`config.mk`:
```
export PLATFORM = sky130hd
export DESIGN_NAME = second_order_tracking_differentiator_core
export DESIGN_NICKNAME = d
export VERILOG_FILES = /design/src/rtl/sotd_pkg.sv /design/src/rtl/second_order_tracking_differentiator_core.sv
export SDC_FILE = /design/constraint.sdc
export NUM_CORES = 2
export LEC_CHECK = 0
export BUFFER_PORTS_ARGS = -buffer_cell sky130_fd_sc_hd__buf_2
export CORE_MARGIN = 8
export CORE_UTILIZATION = 35
export CTS_CLUSTER_DIAMETER = 30
export DETAILED_ROUTE_END_ITERATION = 7
export PLACE_DENSITY = 0.6
export SLEW_MARGIN = 40
export SYNTH_ARGS = -nofsm -noshare
export SYNTH_HDL_FRONTEND = slang
export SYNTH_SLANG_ARGS = --single-unit
```
`constraint.sdc`:
```
create_clock -name i_clk -period 6.4 [get_ports i_clk]
set_input_delay 0 -clock i_clk [delete_from_list [all_inputs] [get_ports i_clk]]
set_output_delay 0 -clock i_clk [all_outputs]
set_load 0.02 [all_outputs]
```
`src/rtl/sotd_pkg.sv`:
```
`default_nettype none

package sotd_pkg;

    localparam int VALUE_W       = 32;   // Q15.16 values
    localparam int FRAC_BITS_DEF = 16;
    localparam int COEF_W        = 24;   // unsigned Q8.16 gains
    localparam int COEF_FRAC     = 16;
    localparam int STEP_W        = 16;   // unsigned Q0.16 step time
    localparam int CFG_DATA_W    = 24;
    localparam int CFG_ADDR_W    = 2;
    localparam int MUL_DIGIT     = 4;    // gain bits consumed per multiplier cycle

    // pi * 2^30, rounded
    localparam logic [63:0] PI_Q30 = 64'd3373259426;

    localparam logic [CFG_ADDR_W-1:0] CFG_K_POS     = 2'd0;
    localparam logic [CFG_ADDR_W-1:0] CFG_K_DAMP    = 2'd1;
    localparam logic [CFG_ADDR_W-1:0] CFG_STEP_TIME = 2'd2;

    typedef enum logic [2:0] {
        KIND_UPDATE = 3'd0,
        KIND_ANGLE  = 3'd1,
        KIND_WRAP   = 3'd2,
        KIND_CLEAR  = 3'd3,
        KIND_PRESET = 3'd4
    } t_kind;

    typedef struct packed {
        logic [2:0]                kind;
        logic signed [VALUE_W-1:0] target_value;
    } t_in_req;

    typedef struct packed {
        logic signed [VALUE_W-1:0] smoothed_position;
        logic signed [VALUE_W-1:0] rate_estimate;
    } t_out_req;

endpackage

`default_nettype wire

```
`src/rtl/second_order_tracking_differentiator_core.sv`:
```
// Second-order tracking differentiator with optional angle unwrap.
// Input channel (i_in_valid / o_in_ready / i_in) carries one request: a kind and a
// Q15.16 target. Kinds: update, angle update (target unwrapped by the shortest step
// mod 2*pi, position wrapped to [-pi,pi)), wrap-only update, clear, preset.
// Result channel (o_out_valid / i_out_ready / o_out) carries position and velocity;
// only the three update kinds give a result. Gains sit behind a plain write port
// (i_cfg_we / i_cfg_addr / i_cfg_wdata), written while the block is idle.
// Timing: clear, preset and unused kinds finish in the accept cycle, ready stays high.
// An update runs three digit-serial multiplies (4 gain bits per cycle) plus glue.
// Wrap-only adds one radix-4 remainder against 2*pi for the output wrap, angle
// update two (the other unwraps); each has D = ceil((max(32, FRAC_BITS+3)+1)/2)
// steps (D = 17 by default). One request at a time; ready returns in the same
// cycle the result is registered.
// A stalled receiver holds the result register; a new request is still taken and
// only waits at its own end until the register frees. Reset (synchronous,
// active low) zeroes gains, target, position, velocity and empties the result.
`default_nettype none

module second_order_tracking_differentiator_core #(
    parameter int FRAC_BITS = sotd_pkg::FRAC_BITS_DEF
) (
    input  logic                            i_clk,
    input  logic                            i_rst_n,
    input  logic                            i_cfg_we,
    input  logic [sotd_pkg::CFG_ADDR_W-1:0] i_cfg_addr,
    input  logic [sotd_pkg::CFG_DATA_W-1:0] i_cfg_wdata,
    input  logic                            i_in_valid,
    output logic                            o_in_ready,
    input  sotd_pkg::t_in_req               i_in,
    output logic                            o_out_valid,
    input  logic                            i_out_ready,
    output sotd_pkg::t_out_req              o_out
);
    import sotd_pkg::*;

    localparam int VW        = VALUE_W;
    localparam int REM_W     = FRAC_BITS + 3;            // holds anything below 2*pi
    localparam int DIV_W0    = ((VW > REM_W) ? VW : REM_W) + 1;
    localparam int DIV_W     = DIV_W0 + (DIV_W0 % 2);    // even: two bits per step
    localparam int DIV_STEPS = DIV_W / 2;
    localparam int DCNT_W    = $clog2(DIV_STEPS);
    localparam int WW        = DIV_W + 3;                // wide signed work width
    localparam int MUL_STEPS = COEF_W / MUL_DIGIT;
    localparam int MCNT_W    = $clog2(MUL_STEPS);
    localparam int PROD_W    = VW + COEF_W;
    localparam int Q_W       = PROD_W - COEF_FRAC;

    localparam logic [63:0] PI_FULL =
        (PI_Q30 + (64'd1 << (29 - FRAC_BITS))) >> (30 - FRAC_BITS);
    localparam logic [REM_W-1:0]     PI_R      = PI_FULL[REM_W-1:0];
    localparam logic [REM_W-1:0]     TWO_PI    = REM_W'(PI_FULL << 1);
    localparam logic signed [WW-1:0] PI_WW     = $signed(WW'(PI_FULL));
    localparam logic signed [WW-1:0] TWO_PI_WW = $signed(WW'(PI_FULL << 1));
    localparam logic signed [WW-1:0] WMAX =
        $signed({{(WW-VW+1){1'b0}}, {(VW-1){1'b1}}});
    localparam logic signed [WW-1:0] WMIN =
        $signed({{(WW-VW+1){1'b1}}, {(VW-1){1'b0}}});

    // one-hot sequencer
    typedef enum logic [13:0] {
        S_IDLE    = 14'b00000000000001,
        S_DIV     = 14'b00000000000010,  // radix-4 remainder mod 2*pi
        S_UNW_D   = 14'b00000000000100,  // shortest unwrap step
        S_UNW_ADD = 14'b00000000001000,  // unwrapped target
        S_ERR     = 14'b00000000010000,  // start k_pos * error
        S_MUL     = 14'b00000000100000,  // multiplier digits
        S_COL     = 14'b00000001000000,  // collect product
        S_ACC     = 14'b00000010000000,  // acceleration term
        S_VEL     = 14'b00000100000000,  // velocity update
        S_STEPLD  = 14'b00001000000000,  // start velocity * step_time
        S_POS     = 14'b00010000000000,  // position update
        S_WLOAD   = 14'b00100000000000,  // start output wrap
        S_WFIX    = 14'b01000000000000,  // wrapped position
        S_OUT     = 14'b10000000000000   // hand result to output register
    } t_state;

    typedef enum logic [1:0] {
        MS_ERR  = 2'd0,
        MS_DAMP = 2'd1,
        MS_STEP = 2'd2
    } t_mul_sel;

    function automatic logic signed [VW-1:0] sat_w(input logic signed [WW-1:0] x);
        if (x > WMAX) return WMAX[VW-1:0];
        if (x < WMIN) return WMIN[VW-1:0];
        return x[VW-1:0];
    endfunction

    // one restoring step of the remainder against 2*pi
    function automatic logic [REM_W-1:0] div_bit(input logic [REM_W-1:0] r,
                                                 input logic b);
        logic [REM_W:0] t;
        t = {r, b};
        if (t >= {1'b0, TWO_PI}) t = t - {1'b0, TWO_PI};
        return t[REM_W-1:0];
    endfunction

    // architectural state and gains
    t_state                  r_state, n_state;
    logic [COEF_W-1:0]       r_k_pos, n_k_pos;
    logic [COEF_W-1:0]       r_k_damp, n_k_damp;
    logic [STEP_W-1:0]       r_step_time, n_step_time;
    logic signed [VW-1:0]    r_held, n_held;
    logic signed [VW-1:0]    r_pos, n_pos;
    logic signed [VW-1:0]    r_vel, n_vel;
    logic                    r_out_valid, n_out_valid;
    t_out_req                r_out, n_out;

    // working registers
    logic [2:0]              r_kind, n_kind;
    logic signed [VW-1:0]    r_target, n_target;
    logic [DIV_W-1:0]        r_div_sh, n_div_sh;
    logic [REM_W-1:0]        r_rem, n_rem;
    logic                    r_div_neg, n_div_neg;
    logic                    r_div_wrap, n_div_wrap;
    logic [DCNT_W-1:0]       r_div_cnt, n_div_cnt;
    logic [VW-1:0]           r_mul_m, n_mul_m;
    logic [COEF_W-1:0]       r_mul_c, n_mul_c;
    logic [VW-1:0]           r_mul_hi, n_mul_hi;
    logic [COEF_W-1:0]       r_mul_lo, n_mul_lo;
    logic                    r_mul_neg, n_mul_neg;
    logic [MCNT_W-1:0]       r_mul_cnt, n_mul_cnt;
    t_mul_sel                r_mul_sel, n_mul_sel;
    logic signed [VW-1:0]    r_prod_a, n_prod_a;
    logic signed [VW-1:0]    r_prod_b, n_prod_b;
    logic signed [VW:0]      r_dlt, n_dlt;
    logic signed [VW-1:0]    r_res_pos, n_res_pos;

    // datapath
    logic signed [WW-1:0]    in_diff;
    logic [WW-1:0]           in_diff_abs;
    logic signed [WW-1:0]    err_diff;
    logic [WW-1:0]           err_abs;
    logic signed [WW-1:0]    wrap_sum;
    logic [WW-1:0]           wrap_abs;
    logic [VW-1:0]           vel_abs;
    logic [REM_W-1:0]        div_rem_next;
    logic signed [WW-1:0]    rem_w;
    logic signed [WW-1:0]    unw_dm;
    logic signed [WW-1:0]    unw_d;
    logic [REM_W-1:0]        wrap_r;
    logic signed [WW-1:0]    wrap_res;
    logic [VW+MUL_DIGIT-1:0] mul_sum;
    logic [PROD_W-1:0]       mul_prod;
    logic [Q_W-1:0]          mul_q;
    logic [VW-1:0]           mul_mag;
    logic signed [VW-1:0]    mul_val;

    assign in_diff     = WW'(i_in.target_value) - WW'(r_held);
    assign in_diff_abs = in_diff[WW-1] ? -in_diff : in_diff;
    assign err_diff    = WW'(r_target) - WW'(r_pos);
    assign err_abs     = err_diff[WW-1] ? -err_diff : err_diff;
    assign wrap_sum    = WW'(r_pos) + PI_WW;
    assign wrap_abs    = wrap_sum[WW-1] ? -wrap_sum : wrap_sum;
    assign vel_abs     = r_vel[VW-1] ? VW'(-r_vel) : r_vel;

    assign div_rem_next = div_bit(div_bit(r_rem, r_div_sh[DIV_W-1]), r_div_sh[DIV_W-2]);

    // remainder above pi: step the other way round the circle
    assign rem_w  = $signed(WW'(r_rem));
    assign unw_dm = (r_rem > PI_R) ? rem_w - TWO_PI_WW : rem_w;
    assign unw_d  = r_div_neg ? -unw_dm : unw_dm;

    // floor modulo from the magnitude remainder, then shift back by pi
    assign wrap_r   = (r_div_neg && (r_rem != '0)) ? TWO_PI - r_rem : r_rem;
    assign wrap_res = $signed(WW'(wrap_r)) - PI_WW;

    // digit-serial multiply, gain LSB digit first
    assign mul_sum = {{MUL_DIGIT{1'b0}}, r_mul_hi}
                   + {{MUL_DIGIT{1'b0}}, r_mul_m} * {{VW{1'b0}}, r_mul_c[MUL_DIGIT-1:0]};
    assign mul_prod = {r_mul_hi, r_mul_lo};
    assign mul_q    = mul_prod[PROD_W-1:COEF_FRAC];
    assign mul_mag  = {1'b0, mul_q[VW-2:0]};

    // truncate toward zero, then saturate on the sign-magnitude product
    always_comb begin
        if (|mul_q[Q_W-1:VW-1]) begin
            mul_val = r_mul_neg ? WMIN[VW-1:0] : WMAX[VW-1:0];
        end else begin
            mul_val = r_mul_neg ? -$signed(mul_mag) : $signed(mul_mag);
        end
    end

    always_comb begin
        n_state     = r_state;
        n_k_pos     = r_k_pos;
        n_k_damp    = r_k_damp;
        n_step_time = r_step_time;
        n_held      = r_held;
        n_pos       = r_pos;
        n_vel       = r_vel;
        n_out_valid = r_out_valid;
        n_out       = r_out;
        n_kind      = r_kind;
        n_target    = r_target;
        n_div_sh    = r_div_sh;
        n_rem       = r_rem;
        n_div_neg   = r_div_neg;
        n_div_wrap  = r_div_wrap;
        n_div_cnt   = r_div_cnt;
        n_mul_m     = r_mul_m;
        n_mul_c     = r_mul_c;
        n_mul_hi    = r_mul_hi;
        n_mul_lo    = r_mul_lo;
        n_mul_neg   = r_mul_neg;
        n_mul_cnt   = r_mul_cnt;
        n_mul_sel   = r_mul_sel;
        n_prod_a    = r_prod_a;
        n_prod_b    = r_prod_b;
        n_dlt       = r_dlt;
        n_res_pos   = r_res_pos;

        if (i_cfg_we) begin
            unique case (i_cfg_addr)
                CFG_K_POS:     n_k_pos     = i_cfg_wdata;
                CFG_K_DAMP:    n_k_damp    = i_cfg_wdata;
                CFG_STEP_TIME: n_step_time = i_cfg_wdata[STEP_W-1:0];
                default: ;
            endcase
        end

        if (r_out_valid && i_out_ready) n_out_valid = 1'b0;

        unique case (r_state)
            S_IDLE: begin
                if (i_in_valid) begin
                    unique case (i_in.kind)
                        KIND_UPDATE, KIND_WRAP: begin
                            n_kind   = i_in.kind;
                            n_target = i_in.target_value;
                            n_state  = S_ERR;
                        end
                        KIND_ANGLE: begin
                            n_kind     = i_in.kind;
                            n_target   = i_in.target_value;
                            n_div_neg  = in_diff[WW-1];
                            n_div_sh   = in_diff_abs[DIV_W-1:0];
                            n_rem      = '0;
                            n_div_cnt  = DCNT_W'(DIV_STEPS - 1);
                            n_div_wrap = 1'b0;
                            n_state    = S_DIV;
                        end
                        KIND_CLEAR: begin
                            n_held = '0;
                            n_pos  = '0;
                            n_vel  = '0;
                        end
                        KIND_PRESET: begin
                            n_held = i_in.target_value;
                            n_pos  = i_in.target_value;
                            n_vel  = '0;
                        end
                        default: ;  // unused kinds are dropped
                    endcase
                end
            end
            S_DIV: begin
                n_rem     = div_rem_next;
                n_div_sh  = r_div_sh << 2;
                n_div_cnt = r_div_cnt - 1'b1;
                if (r_div_cnt == '0) n_state = r_div_wrap ? S_WFIX : S_UNW_D;
            end
            S_UNW_D: begin
                n_dlt   = unw_d[VW:0];
                n_state = S_UNW_ADD;
            end
            S_UNW_ADD: begin
                n_target = sat_w(WW'(r_held) + WW'(r_dlt));
                n_state  = S_ERR;
            end
            S_ERR: begin
                n_held    = r_target;
                n_mul_m   = err_abs[VW-1:0];
                n_mul_neg = err_diff[WW-1];
                n_mul_c   = r_k_pos;
                n_mul_hi  = '0;
                n_mul_cnt = MCNT_W'(MUL_STEPS - 1);
                n_mul_sel = MS_ERR;
                n_state   = S_MUL;
            end
            S_MUL: begin
                n_mul_hi  = mul_sum[VW+MUL_DIGIT-1:MUL_DIGIT];
                n_mul_lo  = {mul_sum[MUL_DIGIT-1:0], r_mul_lo[COEF_W-1:MUL_DIGIT]};
                n_mul_c   = r_mul_c >> MUL_DIGIT;
                n_mul_cnt = r_mul_cnt - 1'b1;
                if (r_mul_cnt == '0) n_state = S_COL;
            end
            S_COL: begin
                unique case (r_mul_sel)
                    MS_ERR: begin
                        n_prod_a  = mul_val;
                        n_mul_m   = vel_abs;
                        n_mul_neg = r_vel[VW-1];
                        n_mul_c   = r_k_damp;
                        n_mul_hi  = '0;
                        n_mul_cnt = MCNT_W'(MUL_STEPS - 1);
                        n_mul_sel = MS_DAMP;
                        n_state   = S_MUL;
                    end
                    MS_DAMP: begin
                        n_prod_b = mul_val;
                        n_state  = S_ACC;
                    end
                    MS_STEP: begin
                        n_prod_b = mul_val;
                        n_state  = S_POS;
                    end
                    default: n_state = S_IDLE;
                endcase
            end
            S_ACC: begin
                n_prod_a = sat_w(WW'(r_prod_a) - WW'(r_prod_b));
                n_state  = S_VEL;
            end
            S_VEL: begin
                n_vel   = sat_w(WW'(r_vel) + WW'(r_prod_a));
                n_state = S_STEPLD;
            end
            S_STEPLD: begin
                n_mul_m   = vel_abs;
                n_mul_neg = r_vel[VW-1];
                n_mul_c   = {{(COEF_W-STEP_W){1'b0}}, r_step_time};
                n_mul_hi  = '0;
                n_mul_cnt = MCNT_W'(MUL_STEPS - 1);
                n_mul_sel = MS_STEP;
                n_state   = S_MUL;
            end
            S_POS: begin
                n_pos     = sat_w(WW'(r_pos) + WW'(r_prod_b));
                n_res_pos = n_pos;
                n_state   = (r_kind == KIND_UPDATE) ? S_OUT : S_WLOAD;
            end
            S_WLOAD: begin
                n_div_neg  = wrap_sum[WW-1];
                n_div_sh   = wrap_abs[DIV_W-1:0];
                n_rem      = '0;
                n_div_cnt  = DCNT_W'(DIV_STEPS - 1);
                n_div_wrap = 1'b1;
                n_state    = S_DIV;
            end
            S_WFIX: begin
                n_res_pos = sat_w(wrap_res);
                n_state   = S_OUT;
            end
            S_OUT: begin
                if (!r_out_valid || i_out_ready) begin
                    n_out_valid             = 1'b1;
                    n_out.smoothed_position = r_res_pos;
                    n_out.rate_estimate     = r_vel;
                    n_state                 = S_IDLE;
                end
            end
            default: n_state = S_IDLE;
        endcase
    end

    always_ff @(posedge i_clk) begin
        if (!i_rst_n) begin
            r_state     <= S_IDLE;
            r_out_valid <= 1'b0;
            r_k_pos     <= '0;
            r_k_damp    <= '0;
            r_step_time <= '0;
            r_held      <= '0;
            r_pos       <= '0;
            r_vel       <= '0;
        end else begin
            r_state     <= n_state;
            r_out_valid <= n_out_valid;
            r_k_pos     <= n_k_pos;
            r_k_damp    <= n_k_damp;
            r_step_time <= n_step_time;
            r_held      <= n_held;
            r_pos       <= n_pos;
            r_vel       <= n_vel;
        end
    end

    always_ff @(posedge i_clk) begin
        r_out      <= n_out;
        r_kind     <= n_kind;
        r_target   <= n_target;
        r_div_sh   <= n_div_sh;
        r_rem      <= n_rem;
        r_div_neg  <= n_div_neg;
        r_div_wrap <= n_div_wrap;
        r_div_cnt  <= n_div_cnt;
        r_mul_m    <= n_mul_m;
        r_mul_c    <= n_mul_c;
        r_mul_hi   <= n_mul_hi;
        r_mul_lo   <= n_mul_lo;
        r_mul_neg  <= n_mul_neg;
        r_mul_cnt  <= n_mul_cnt;
        r_mul_sel  <= n_mul_sel;
        r_prod_a   <= n_prod_a;
        r_prod_b   <= n_prod_b;
        r_dlt      <= n_dlt;
        r_res_pos  <= n_res_pos;
    end

    assign o_in_ready  = (r_state == S_IDLE);
    assign o_out_valid = r_out_valid;
    assign o_out       = r_out;

endmodule

`default_nettype wire

```
== Word level (Yosys, flattened, before mapping) ==
Cells that the tools add are included.
W data, S select, Z words.

* Input bits: 66
* Output and inout bits: 66
* Bits in registers: 581

* Add/sub/neg operators: 21
* Reduce and logical (&&, ||, !) cells: 45
* Multiplexer cells: 109
* Magnitude comparators: 13
* Equal/unequal tests: 32
* Multipliers: 1

{| class="wikitable"
|+ Operator list
! kind !! count
|-
| $mux W32 || 33
|-
| $pmux W32 S2 || 7
|-
| $pmux W32 S3 || 2
|-
| $pmux W14 S13 || 1
|-
| $mux W34 || 4
|-
| $pmux W34 S3 || 1
|-
| $gt A33 B32 Y1 const B || 3
|-
| $lt A33 B32 Y1 const B || 3
|-
| $sub A32 B32 Y33 || 3
|-
| $pmux W24 S4 || 1
|-
| $mux W19 || 5
|-
| $mux W14 || 5
|-
| $neg A33 Y34 || 2
|-
| $add A32 B32 Y33 || 2
|-
| $mux W33 || 2
|-
| $neg A32 Y32 || 2
|-
| $pmux W19 S3 || 1
|-
| $ge A20 B19 Y1 const B || 2
|-
| $sub A19 B19 Y19 const B || 2
|-
| $add A32 B36 Y36 || 1
|-
| $mul A32 B4 Y36 || 1
|-
| $add A32 B33 Y34 || 1
|-
| $gt A34 B32 Y1 const B || 1
|-
| $lt A34 B32 Y1 const B || 1
|-
| other kinds (62) || 135
|}

== Longest topological paths before layout ==
* Depth in word-level cells: 12
* Depth in mapped cells: 20

== Worst setup path after synthesis ==
OpenSTA, ideal clock, no wires.

* Path type: flip-flop to flip-flop
* From: register r_mul_c[3]
* To: register r_mul_hi[24] (data pin)
* Data required time: 6127 ps
* Cell stages (with the launch flop): 19
* Setup slack: 1545 ps
* Arrival time: 4582 ps
* Cells stage by stage: edfxtp_1 -> clkbuf_1 -> nand2_1 -> fa_1 -> fa_1 -> fa_1 -> inv_1 -> ha_1 -> a21o_1 -> a21oi_1 -> nor2b_1 -> or4_1 -> a21oi_1 -> nor3b_1 -> o31ai_1 -> a21oi_1 -> a31o_2 -> a2111oi_0 -> o22ai_1

* Word-level cells in the longest chain between the ends: 3

{| class="wikitable"
|+ RTL lines
! item !! line !! RTL
|-
| from (decl) || second_order_tracking_differentiator_core.sv:118 || <nowiki>logic [COEF_W-1:0] r_mul_c, n_mul_c;</nowiki>
|-
| from (signal assigned) || second_order_tracking_differentiator_core.sv:389 || <nowiki>r_mul_c <= n_mul_c;</nowiki>
|-
| $mul A32 B4 Y36 || second_order_tracking_differentiator_core.sv:170 || <nowiki>+ {{MUL_DIGIT{1'b0}}, r_mul_m} * {{VW{1'b0}}, r_mul_c[MUL_DIGIT-1:0]};</nowiki>
|-
| $add A32 B36 Y36 || second_order_tracking_differentiator_core.sv:170 ||
|-
| $pmux W32 S3 || second_order_tracking_differentiator_core.sv:224 || <nowiki>unique case (r_state)</nowiki>
|-
| to (signal assigned) || second_order_tracking_differentiator_core.sv:390 || <nowiki>r_mul_hi <= n_mul_hi;</nowiki>
|-
| to (decl) || second_order_tracking_differentiator_core.sv:119 || <nowiki>logic [VW-1:0] r_mul_hi, n_mul_hi;</nowiki>
|}

Every way passes these cells.
A chain may end at the register's enable or synchronous reset.

== Worst setup path in the final report ==
Ends and elaborated chain as after synthesis.

==> impl_metrics.json <==
{
  "status": "completed",
  "fin_nets": 5791,
  "cts_htree_levels": 4,
  "initial_core_util": 0.352,
  "clockBufferDepth": 3,
  "root_buffer": "clkbuf_16",
  "tightest_slew_ns": 0.910,
  "skew_ns": 0.0417,
  "regArea_um2": 15200,
  "worstPathArrival_ns": 6.06,
  "crit_fanout": 23,
  "fmax_ghz": 0.178,
  "cts_tree": "done",
  "pre_cts_ws_ns": 0.864,
  "clock_latency_ns": 0.76,
  "synth.net_count": 5596,
  "grt_pass1_wl_um": 234000,
  "wire_per_inst_um": 21.6,
  "postSynthCellCount": 5173,
  "cts.sink_count": 565,
  "drt_wl_total_um": 154000,
  "grt_max_degree": 93,
  "synth-edff-count": 390,
  "synth.distinct_cells": 92,
  "dr.pass1.iters": 7,
  "dieHeight_um": 371,
  "synth_top_area_share": 0.265,
  "grt_remaining_overflow": 0,
  "fin_util": 0.421,
  "gp_congestion": 0.942,
  "io_buffers": 131,
  "ant_nets": 0,
  "viasPerCell": 5.69,
  "grt_antenna_before_repair": 8,
  "rsz0062_at_grt": "false",
  "drc_errors": 0,
  "busiest_layer": "met2",
  "grtUsageMet3": 0.0405,
  "seq_area_frac_synth": 0.344,
  "hold_viol": 0,
  "maxCapViolCount": 0,
  "p_leak_uw": 0.0209,
  "yosys.area.top_type": "edfxtp_1",
  "clk_pin_slew_worst_paths_ns": 0.04,
  "use_met1": 0.297,
  "fp.dieArea_um2": 138000,
  "synthFlopType": "edfxtp_1",
  "slew_headroom": 0.388,
  "start_kind": "flip-flop",
  "core_um2": 126000,
  "fin_tns_setup_ns": 0,
  "multi_input_area_um2": 27200,
  "async_reset_ff_frac": 0,
  "drtIter0Drc": 4234,
  "nFillCells": 12400,
  "vias": 40700,
  "critPathKind": "flip-flop to flip-flop",
  "period_share": 0.876,
  "layout_setup_ws_ns": 0.796,
  "end_kind": "flip-flop",
  "area_delta_synth_final_pct": 19.7,
  "die_x_um": 371,
  "slew_viol_final": 0,
  "yosys-top-cells-area": "edfxtp_1 26%, dfxtp_1 7.9%, ha_1 7.4%, a21oi_1 5.7%, nand2_1 5.6%",
  "numCtsBuffers": 147,
  "fin_crit_ns": 5.60,
  "min_path_type": "primary input to flip-flop",
  "peakVddDrop_mv": 0.254,
  "num_io_pins": 132,
  "layout-drive-gt1-share": 0.101,
  "synth_area_um2": 44200,
  "use_met2": 0.332,
  "power_density_nw_per_um2": 304,
  "required_ns": 6.85,
  "num_rows": 130,
  "grt_pass1_vias": 38300,
  "hpwl_um": 118000,
  "finalSetupViolCount": 0,
  "synth_seq_cells": 565,
  "ys_warn_count": 0,
  "postSynthAreaPerCell_um2": 8.55,
  "postCtsSetupBuffers": 0,
  "grt.total_usage": 0.217
}
[kinds of logic after synthesis]
family | after synthesis | synth area share
flops | 565 | 0.344
fa+ha+maj | 358 | 0.118
buf+inv | 532 | 0.0455
simple gates | 1709 | 0.183
xor+xnor | 417 | 0.0826
compound gates | 1569 | 0.222
mux | 23 | 0.00538
[synthesized netlist by cell type (82+ instances only)]
master      n
fa_1       97
xor2_1    150
nand3_1    87
ha_1      260
dfxtp_1   175
nor3_1     87
o21ai_0   368
clkbuf_1  215
a21oi_1   504
and2_1     91
inv_1     294
nand2_1   659
a21o_1    134
xnor2_1   267
edfxtp_1  390
a31oi_1    82
nor2_1    394
[per-layer routing]
layer  vias to the layer above  share of wire  wire, um
met1                     19600           0.44     67700
met4                         6          0.044      6800
li1                      19100              -         -
met5                         -        0.00027        41
met3                       291          0.080     12400
met2                      1627           0.44     67500
[power breakdown]
part	total, uW	switching [uW]	internal (uW)
Combinational	3850	2350	1510
Sequential	4410	181	4230
Clock	7810	2440	5360
[critical path, stage by stage, from the launching register on]
cell	delay (ns)
edfxtp_1	0.55
buf_4	0.34
nand2_1	0.12
fa_1	0.55
inv_1	0.05
fa_1	0.53
inv_1	0.06
fa_1	0.50
inv_1	0.04
ha_1	0.34
a21oi_1	0.17
nor2b_1	0.10
or4_1	0.40
a21oi_1	0.21
nor3b_1	0.14
o31ai_1	0.36
a21oi_1	0.17
a31o_2	0.28
a2111oi_0	0.29
o22ai_1	0.12
[layout make-up]
type / count / share of cell area
Inverter: 297 / 0.0211
Timing Repair Buffer: 281 / 0.0387
Clock inverter: 98 / 0.0252
Antenna cell: 2 / 0.0000946
Clock buffer: 175 / 0.0748
Multi-Input combinational cell: 4076 / 0.514
Tap cell: 1650 / 0.0390
Sequential cell: 565 / 0.287
[stage by stage]
step | instance area, um2 | power, uW | hold WS (ns) | instances
CTS | 52900 | 16100 | 0.0258 | 7142
floorplan | 44200 | 7140 | 0.0989 | 5173
detailed placement | 46900 | 8210 | 0.223 | 6795
global route | 52900 | 16800 | 0.0568 | 7143
global placement | 46700 | 8180 | 0.222 | 6787
finish | 52900 | 16100 | 0.0674 | 7144
[cell usage in the layout, fill, tap and decap left out, types with 90 or more instances in the layout]
master	count
nand2_1	655
a21oi_1	502
edfxtp_1	390
nor2_1	388
o21ai_0	367
inv_1	294
xnor2_1	267
ha_1	260
dfxtp_1	175
clkbuf_16	150
xor2_1	149
a21o_1	134
buf_2	131
fa_1	97
and2_1	90
[state kept, by name, summed over array words and instances (netlist names), 3 cells and up]
signal	count
o_out	64
r_div_sh	34
r_dlt	33
r_held	32
r_mul_hi	32
r_mul_m	32
r_pos	32
r_prod_a	32
r_prod_b	32
r_res_pos	32
r_target	32
r_vel	32
r_k_damp	24
r_k_pos	24
r_mul_c	24
r_rem	19
r_step_time	16
r_state	14
r_mul_lo	8
r_div_cnt	5
r_kind	3
r_mul_cnt	3
[path summary, 6_finish.rpt]
path | from | to | slack (ns) | depth (start not counted)
worst max register to register | r_mul_c[3]$_DFFE_PP_ | r_mul_hi[24]$_SDFFCE_PP0P_ | 0.80 | 19
worst min register to register | r_res_pos[11]$_DFFE_PP_ | o_out[43]$_DFFE_PP_ | 0.42 | 0
worst max-delay path | r_mul_c[3]$_DFFE_PP_ | r_mul_hi[24]$_SDFFCE_PP0P_ | 0.80 | 19
worst min-delay path | i_cfg_wdata[17] | r_k_pos[17]$_SDFFE_PN0P_ | 0.07 | 4
[what timing repair did]
action,CTS,global route
hold endpoints to repair,195,0
hold buffers,74,0
resized for setup,0,0
No activity file was read; power rests on OpenSTA's default activity.
